--- src/design/humidity_temp_readout_decoder_assert.svh ---
// ---------------------------------------------------------------------------
// humidity_temp_readout_decoder assertion macros
// concurrent checks on the rising clock edge, masked during reset
// ---------------------------------------------------------------------------
`ifndef HUMIDITY_TEMP_READOUT_DECODER_ASSERT_SVH
`define HUMIDITY_TEMP_READOUT_DECODER_ASSERT_SVH

`ifndef ASSERT_OFF
`define HTRD_ASSERT_SAME(label, ante, cons, msg) \
  label: assert property (@(posedge clk) disable iff (!rst_n) (ante) |-> (cons)) \
    else $error(msg);
`define HTRD_ASSERT_NEXT(label, ante, cons, msg) \
  label: assert property (@(posedge clk) disable iff (!rst_n) (ante) |=> (cons)) \
    else $error(msg);
`else
`define HTRD_ASSERT_SAME(label, ante, cons, msg)
`define HTRD_ASSERT_NEXT(label, ante, cons, msg)
`endif

`endif

--- src/design/htrd_pkg.sv ---
`timescale 1ns / 1ps
// ---------------------------------------------------------------------------
// htrd_pkg
// shared types, constants and crc helper of the readout frame decoder
// ---------------------------------------------------------------------------
package htrd_pkg;

  localparam int WORD_W   = 16;
  localparam int CHECK_W  = 8;
  localparam int SCALE_W  = 15;
  localparam int PROD_W   = WORD_W + SCALE_W;
  localparam int TEMP_W   = 15;
  localparam int HUM_W    = 16;
  localparam int SERIAL_W = 32;
  localparam int HPROD_W  = 26;
  localparam int MAG_W    = 30;

  localparam logic [CHECK_W-1:0] CRC_POLY = 8'h31;
  localparam logic [CHECK_W-1:0] CRC_INIT = 8'hff;

  localparam logic [SCALE_W-1:0] TEMP_SCALE = 15'd17500;
  localparam logic [SCALE_W-1:0] HUM_SCALE  = 15'd1000;
  localparam logic [31:0]        TEMP_OFFSET = 32'd294907500;

  localparam logic [TEMP_W-1:0]   TEMP_FAIL   = '1;
  localparam logic [HUM_W-1:0]    HUM_FAIL    = '1;
  localparam logic [SERIAL_W-1:0] SERIAL_FAIL = '1;

  typedef enum logic [1:0] {
    CMD_MEASURE    = 2'd0,
    CMD_SERIAL     = 2'd1,
    CMD_SOFT_RESET = 2'd2
  } cmd_t;

  typedef struct packed {
    logic              ok;
    logic [WORD_W-1:0] word;
    logic [PROD_W-1:0] prod;
  } lane_res_t;

  typedef struct packed {
    logic                hum_ok;
    logic                temp_ok;
    logic                frame_status;
  } out_flags_t;

  typedef struct packed {
    logic [SERIAL_W-1:0] serial_word;
    logic [HUM_W-1:0]    humidity;
    logic [TEMP_W-1:0]   temperature;
  } out_data_t;

  function automatic logic [CHECK_W-1:0] crc8_byte(
    input logic [CHECK_W-1:0] crc,
    input logic [CHECK_W-1:0] data
  );
    logic [CHECK_W-1:0] c;
    c = crc ^ data;
    for (int b = 0; b < CHECK_W; b++) begin
      c = c[CHECK_W-1] ? ((c << 1) ^ CRC_POLY) : (c << 1);
    end
    return c;
  endfunction

endpackage

--- src/design/htrd_lane.sv ---
`timescale 1ns / 1ps
// ---------------------------------------------------------------------------
// htrd_lane
// one word lane: crc check against the received byte and scaling multiply
// ---------------------------------------------------------------------------
module htrd_lane (
  input  logic                                clk,
  input  logic                                en,
  input  logic [htrd_pkg::WORD_W-1:0]         word,
  input  logic [htrd_pkg::CHECK_W-1:0]        check,
  input  logic [htrd_pkg::SCALE_W-1:0]        scale,
  output htrd_pkg::lane_res_t                 res
);

  logic [htrd_pkg::CHECK_W-1:0] crc_hi;
  logic [htrd_pkg::CHECK_W-1:0] crc_lo;
  htrd_pkg::lane_res_t          res_r;
  htrd_pkg::lane_res_t          res_nxt;

  always_comb begin
    crc_hi = htrd_pkg::crc8_byte(htrd_pkg::CRC_INIT, word[15:8]);
    crc_lo = htrd_pkg::crc8_byte(crc_hi, word[7:0]);
    res_nxt.ok   = (crc_lo == check);
    res_nxt.word = word;
    res_nxt.prod = htrd_pkg::PROD_W'(word) * htrd_pkg::PROD_W'(scale);
  end

  always_ff @(posedge clk) begin
    if (en) begin
      res_r <= res_nxt;
    end
  end

  assign res = res_r;

endmodule

--- src/design/htrd_merge.sv ---
`timescale 1ns / 1ps
// ---------------------------------------------------------------------------
// htrd_merge
// combines both lanes: offset and sign, divide by 65535, field selection
// ---------------------------------------------------------------------------
module htrd_merge (
  input  logic                 clk,
  input  logic                 en1,
  input  logic                 en2,
  input  logic                 en3,
  input  htrd_pkg::cmd_t       cmd,
  input  htrd_pkg::lane_res_t  lane_a,
  input  htrd_pkg::lane_res_t  lane_b,
  output htrd_pkg::out_flags_t flags,
  output htrd_pkg::out_data_t  data
);

  htrd_pkg::cmd_t                cmd1_r;
  htrd_pkg::cmd_t                cmd2_r;
  logic                          a_ok2_r;
  logic                          b_ok2_r;
  logic [htrd_pkg::WORD_W-1:0]   wa2_r;
  logic [htrd_pkg::WORD_W-1:0]   wb2_r;
  logic                          neg2_r;
  logic [htrd_pkg::MAG_W-1:0]    mag2_r;
  logic [htrd_pkg::HPROD_W-1:0]  hprod2_r;
  logic [31:0]                   diff;
  logic [31:0]                   diff_abs;
  logic [31:0]                   tsum;
  logic [31:0]                   hsum;
  logic [htrd_pkg::TEMP_W-1:0]   tq;
  logic [htrd_pkg::TEMP_W-1:0]   tval;
  logic [htrd_pkg::HUM_W-1:0]    hq;
  htrd_pkg::out_flags_t          flags_r;
  htrd_pkg::out_flags_t          flags_nxt;
  htrd_pkg::out_data_t           data_r;
  htrd_pkg::out_data_t           data_nxt;

  // signed offset removal, kept as sign and magnitude
  always_comb begin
    diff     = 32'(lane_a.prod) - htrd_pkg::TEMP_OFFSET;
    diff_abs = diff[31] ? (32'd0 - diff) : diff;
  end

  always_ff @(posedge clk) begin
    if (en1) begin
      cmd1_r <= cmd;
    end
    if (en2) begin
      cmd2_r   <= cmd1_r;
      a_ok2_r  <= lane_a.ok;
      b_ok2_r  <= lane_b.ok;
      wa2_r    <= lane_a.word;
      wb2_r    <= lane_b.word;
      neg2_r   <= diff[31];
      mag2_r   <= diff_abs[htrd_pkg::MAG_W-1:0];
      hprod2_r <= lane_b.prod[htrd_pkg::HPROD_W-1:0];
    end
  end

  // floor(x / 65535) = (x + (x >> 16) + 1) >> 16 for x below 2^30
  always_comb begin
    tsum = 32'(mag2_r) + 32'(mag2_r >> 16) + 32'd1;
    hsum = 32'(hprod2_r) + 32'(hprod2_r >> 16) + 32'd1;
    tq   = tsum[30:16];
    hq   = hsum[31:16];
    tval = neg2_r ? (htrd_pkg::TEMP_W'(0) - tq) : tq;

    flags_nxt.frame_status = !(a_ok2_r && b_ok2_r);
    flags_nxt.temp_ok      = a_ok2_r;
    flags_nxt.hum_ok       = b_ok2_r;
    data_nxt               = '0;

    unique case (cmd2_r)
      htrd_pkg::CMD_SERIAL: begin
        data_nxt.serial_word = (a_ok2_r && b_ok2_r) ? {wa2_r, wb2_r}
                                                    : htrd_pkg::SERIAL_FAIL;
      end
      htrd_pkg::CMD_SOFT_RESET: begin
        data_nxt = '0;
      end
      default: begin
        data_nxt.temperature = a_ok2_r ? tval : htrd_pkg::TEMP_FAIL;
        data_nxt.humidity    = b_ok2_r ? hq : htrd_pkg::HUM_FAIL;
      end
    endcase
  end

  always_ff @(posedge clk) begin
    if (en3) begin
      flags_r <= flags_nxt;
      data_r  <= data_nxt;
    end
  end

  assign flags = flags_r;
  assign data  = data_r;

endmodule

--- src/design/humidity_temp_readout_decoder.sv ---
`timescale 1ns / 1ps
// pipeline: an accepted frame passes the lane registers, then the offset registers, then the output register
// throughput: one frame per cycle while the output is not stalled; two crc/multiply lanes, then offset, then divide
// a stalled output holds its result while the two inner stages keep filling
// reset: rst_n synchronous active low clears all stage valid flags
// ---------------------------------------------------------------------------
// humidity_temp_readout_decoder
// decodes a six-byte sensor readout frame into temperature, humidity, serial
// ---------------------------------------------------------------------------
module humidity_temp_readout_decoder (
  input  logic        clk,
  input  logic        rst_n,
  input  logic        in_tvalid,
  output logic        in_tready,
  input  logic [47:0] in_tdata,  // word_a, check_a, word_b, check_b
  input  logic [1:0]  in_tuser,  // command
  output logic        out_tvalid,
  input  logic        out_tready,
  output logic [63:0] out_tdata, // temperature, humidity, serial_word, pad
  output logic [2:0]  out_tuser  // frame_status, temp_ok, hum_ok
);

`include "humidity_temp_readout_decoder_assert.svh"

  logic                 v1_r;
  logic                 v1_nxt;
  logic                 v2_r;
  logic                 v2_nxt;
  logic                 vo_r;
  logic                 vo_nxt;
  logic                 rdy1;
  logic                 rdy2;
  logic                 rdyo;
  htrd_pkg::lane_res_t  lane_a;
  htrd_pkg::lane_res_t  lane_b;
  htrd_pkg::out_flags_t flags;
  htrd_pkg::out_data_t  data;

  always_comb begin
    rdyo   = !vo_r || out_tready;
    rdy2   = !v2_r || rdyo;
    rdy1   = !v1_r || rdy2;
    v1_nxt = rdy1 ? in_tvalid : v1_r;
    v2_nxt = rdy2 ? v1_r : v2_r;
    vo_nxt = rdyo ? v2_r : vo_r;
  end

  always_ff @(posedge clk) begin
    if (!rst_n) begin
      v1_r <= 1'b0;
      v2_r <= 1'b0;
      vo_r <= 1'b0;
    end else begin
      v1_r <= v1_nxt;
      v2_r <= v2_nxt;
      vo_r <= vo_nxt;
    end
  end

  htrd_lane u_lane_a (
    .clk   (clk),
    .en    (rdy1),
    .word  (in_tdata[15:0]),
    .check (in_tdata[23:16]),
    .scale (htrd_pkg::TEMP_SCALE),
    .res   (lane_a)
  );

  htrd_lane u_lane_b (
    .clk   (clk),
    .en    (rdy1),
    .word  (in_tdata[39:24]),
    .check (in_tdata[47:40]),
    .scale (htrd_pkg::HUM_SCALE),
    .res   (lane_b)
  );

  htrd_merge u_merge (
    .clk    (clk),
    .en1    (rdy1),
    .en2    (rdy2),
    .en3    (rdyo),
    .cmd    (htrd_pkg::cmd_t'(in_tuser)),
    .lane_a (lane_a),
    .lane_b (lane_b),
    .flags  (flags),
    .data   (data)
  );

  assign in_tready  = rdy1;
  assign out_tvalid = vo_r;
  assign out_tdata  = {1'b0, data};
  assign out_tuser  = flags;

  `HTRD_ASSERT_SAME(a_status_match, out_tvalid,
    out_tuser[0] != (out_tuser[1] && out_tuser[2]), "frame status disagrees with crc flags")
  `HTRD_ASSERT_SAME(a_temp_fail, out_tvalid && !out_tuser[1],
    out_tdata[14:0] == 15'h7fff || out_tdata[14:0] == 15'h0000, "bad temperature on crc fail")
  `HTRD_ASSERT_SAME(a_hum_range, out_tvalid && out_tuser[2],
    out_tdata[30:15] <= 16'd1000, "humidity above full scale")
  `HTRD_ASSERT_NEXT(a_take_fill, in_tvalid && in_tready,
    v1_r, "accepted frame not held in lane stage")

endmodule

--- config.mk ---
export PLATFORM = sky130hd
export DESIGN_NAME = humidity_temp_readout_decoder
export DESIGN_NICKNAME = d
export VERILOG_FILES = /design/src/design/htrd_pkg.sv /design/src/design/htrd_lane.sv /design/src/design/htrd_merge.sv /design/src/design/humidity_temp_readout_decoder.sv
export VERILOG_INCLUDE_DIRS = /design/src /design/src/design
export SDC_FILE = /design/constraint.sdc
export NUM_CORES = 1
export LEC_CHECK = 0
export ABC_AREA = 0
export BUFFER_PORTS_ARGS = -buffer_cell sky130_fd_sc_hd__buf_2
export CAP_MARGIN = 10
export CORE_ASPECT_RATIO = 0.6
export CORE_MARGIN = 3
export CORE_UTILIZATION = 30
export CTS_CLUSTER_SIZE = 25
export DETAILED_ROUTE_END_ITERATION = 7
export GPL_TIMING_DRIVEN = 0
export PLACE_DENSITY_LB_ADDON = 0.1
export REMOVE_ABC_BUFFERS = 1
export SKIP_LAST_GASP = 1
export SLEW_MARGIN = 20
export SYNTH_ARGS = -nofsm -noshare
export SYNTH_HDL_FRONTEND = slang
export SYNTH_SLANG_ARGS = --single-unit
--- constraint.sdc ---
create_clock -name clk -period 5.8 [get_ports clk]
set_input_delay 0.58 -clock clk [delete_from_list [all_inputs] [get_ports clk]]
set_output_delay 0.58 -clock clk [all_outputs]
set_load 0.01 [all_outputs]
==> metrics.cfg <==
[cts]
hold_buffers=0
cts.path.max_buffers=3
clock_sinks=237
cts_buffers=27
ctsHtreeMaxLevel=1
root_buffer=clkbuf_16
post_cts_resized=0
post_cts_buffers=0
cts_tree=built
insertion_delay_ns=0.58
clkSlewWorstSetupHoldPaths_ns=0.06

[sta]
tns_ns=0
rsz0062_at_grt=no
fin_crit_sh_pct=89.7
period_minus_slack_ns=5.20
fmax_ghz=0.192
final-setup-viol-count=0
setup_ws_ns=0.600
slew_viol_final=0
worst_pin_slew_ns=1.08
finalHoldViolations=0
skew_ns=0.0207
slew_headroom_pct=28.2

[detailed_routing]
post_drt_wl_per_cell_um=17.3
first_pass_iters=4
first_iter_violations=578
wl_met1_mm=24.5
drcViolationCount=0
ant_nets=0
via_count=11400
dr.max_layer_used=met4
avgViaCountPerCell=4.66
wl_met3_mm=1.91
wl_met2_mm=15.1
routed_wl_mm=42.3

[power_and_ir_drop]
internal-power_w=0.00565
p_leak_nw=8.50
peakVddDrop_mv=0.205
power_density_mw_per_mm2=474
pwr-share-seq_pct=32.2
p_switching_w=0.00385
p_sw_share_pct=40.5
clkPwrFrac_pct=19.3
comb_power_share_pct=48.4

[die]
start_util_pct=30.8
core_area_mm2=0.0568
io_pins=123
rows=67
die-area_mm2=0.0614
die_width_um=318
dieHeight_um=193

[layout]
drive_gt1_share_pct=12.3
antenna_cells=0
fin_area_mm2=0.0200
nets=1990
syn2layout_area_growth_pct=14.4
final_cell_mix=edfxtp_1, inv_1, ha_1
layout_commonest_cell=edfxtp_1

[logic_synthesis]
synth_cell_type_count=85
synth_cells=1544
syn-cell-area_mm2=0.0175
synth_edf_count=234
synthFlopType=edfxtp_1
synth_seq_area_share_pct=40.5
async_reset_ff_share_pct=0
yosys_warnings=0
ys_ff_latch=237
syn_area_per_cell_um2=11.3

[global_route]
track_usage_pct=13.8
grt_remaining_overflow=0
grt_antenna_before_repair=0
first_global_vias=11200
grt_pass1_wl_mm=66.4
grt_max_degree=48

[run_status]
status=complete, no violations

[worst_setup_path]
start_kind=primary input
crit_path_end_kind=register
cp_max_fo=7
r2r_cells=11
path_class=in -> reg
crit_required_ns=6.11
arrival_ns=5.51

[flow_run]
cap_violations=0

[placed_design]
dpl.hpwl_mm=32.5
dp_slack_ns=0.0137
gp_congestion=0.818
post_dp_cell_area_mm2=0.0191
io_buffers=121

[min_path]
hold_path_depth=1
min_path_type=in -> reg

-- synth_stat cells (5+ instances only) --
cell | n | area [µm²]
and3b_1 | 5 | 43.8
a21oi_1 | 76 | 380
buf_2 | 5 | 25.0
a21o_1 | 9 | 67.6
nor3b_1 | 6 | 45.0
o21ai_0 | 47 | 235
ha_1 | 173 | 2160
nand2_1 | 55 | 206
edfxtp_1 | 234 | 7030
mux2i_1 | 6 | 60.1
o31ai_1 | 5 | 37.5
xor2_1 | 62 | 543
nand3_1 | 33 | 165
a21boi_0 | 5 | 37.5
fa_1 | 100 | 2000
o211ai_1 | 8 | 60.1
inv_1 | 206 | 773
a211oi_1 | 8 | 60.1
and2_1 | 7 | 43.8
o21bai_1 | 6 | 45.0
nor2b_1 | 11 | 68.8
nand4_1 | 18 | 113
a31oi_1 | 11 | 68.8
or3_1 | 9 | 56.3
nand2b_1 | 11 | 68.8
or2_2 | 7 | 43.8
xnor2_1 | 123 | 1080
nor2_1 | 81 | 304
nor3_1 | 27 | 135
o21a_1 | 49 | 368
clkbuf_1 | 26 | 97.6
and3_1 | 14 | 87.6
-- stage by stage --
stage          total power [W]  hold WS, ns  util, %  instances
2_1_floorplan          0.00644        0.400        -       1506
3_3_place_gp           0.00766        0.401     33.3       2386
3_5_place_dp           0.00769        0.405     33.6       2393
4_1_cts                0.00962        0.138     35.3       2442
5_1_grt                 0.0104        0.152     35.3       2442
6_report               0.00950        0.187     35.3       2442
-- worst max-delay path, stage by stage --
cell and delay [ns]:
buf_2 0.25, inv_1 0.14, fa_1 0.58, fa_1 0.45, fa_1 0.49, fa_1 0.51, inv_1 0.05, ha_1 0.34
a21oi_1 0.24, nor3b_1 0.26, o21ai_0 0.20, a221oi_1 0.47, a21oi_1 0.17, nand4_1 0.13, nand3_1 0.12, o41a_1 0.34
xor2_1 0.17
-- power groups by stage --
stage | sequential, W | combinational, W | clock (W)
2_1_floorplan | 0.00290 | 0.00353 | 0
3_3_place_gp | 0.00308 | 0.00458 | 0
3_5_place_dp | 0.00309 | 0.00460 | 0
4_1_cts | 0.00306 | 0.00464 | 0.00192
5_1_grt | 0.00313 | 0.00527 | 0.00198
6_report | 0.00306 | 0.00460 | 0.00184
-- final cells by class --
cell class / instances / area, µm²
Fill cell: 5648 / 36700
Multi-Input combinational cell: 1061 / 9490
Sequential cell: 237 / 7090
Tap cell: 759 / 950
Timing Repair Buffer: 128 / 783
Inverter: 208 / 783
Clock buffer: 30 / 687
Clock inverter: 19 / 249
-- flip-flops by register name, indices dropped and copies added (netlist names) --
name / cells
u_merge.data: 60
u_merge.b_ok2_r: 1
v2_r: 1
u_merge.cmd1_r: 2
u_lane_a.res: 45
u_merge.hprod2_r: 21
u_merge.mag2_r: 28
u_merge.neg2_r: 1
v1_r: 1
u_lane_b.res: 38
out_tvalid: 1
u_merge.flags: 3
u_merge.wa2_r: 16
u_merge.a_ok2_r: 1
u_merge.cmd2_r: 2
u_merge.wb2_r: 16
-- cells by family after synthesis --
group                    count (synthesis)  share of synthesized area [%]
multiplexers                             8                          0.472
AO/OA/AOI/OAI                          282                           11.1
flip-flops                             237                           40.5
XOR/XNOR                               186                           9.39
AND/OR/NAND/NOR                        311                           9.32
other                                    1                         0.0214
buffers and inverters                  246                           5.44
adder cells (fa/ha/maj)                273                           23.8
-- worst paths after layout --
| kind | startpoint | endpoint | slack [ns] |
|---|---|---|---|
| worst max-delay path | in_tdata[26] | u_lane_b.res[24]$_DFFE_PP_ | 0.60 |
| worst min-delay path | in_tuser[1] | u_merge.cmd1_r[1]$_DFFE_PP_ | 0.19 |
| worst max register to register | u_merge.hprod2_r[19]$_DFFE_PP_ | u_merge.data[24]$_SDFFCE_PP0P_ | 1.83 |
| worst min register to register | u_lane_a.res[34]$_DFFE_PP_ | u_merge.wa2_r[3]$_DFFE_PP_ | 0.42 |
-- layer usage --
layer	vias to the layer above	GRT usage, %
li1	5686	-
met1	5469	23.2
met2	194	17.7
met3	40	2.72
met4	0	2.50
met5	-	0
No activity file was read; power rests on OpenSTA's default activity.
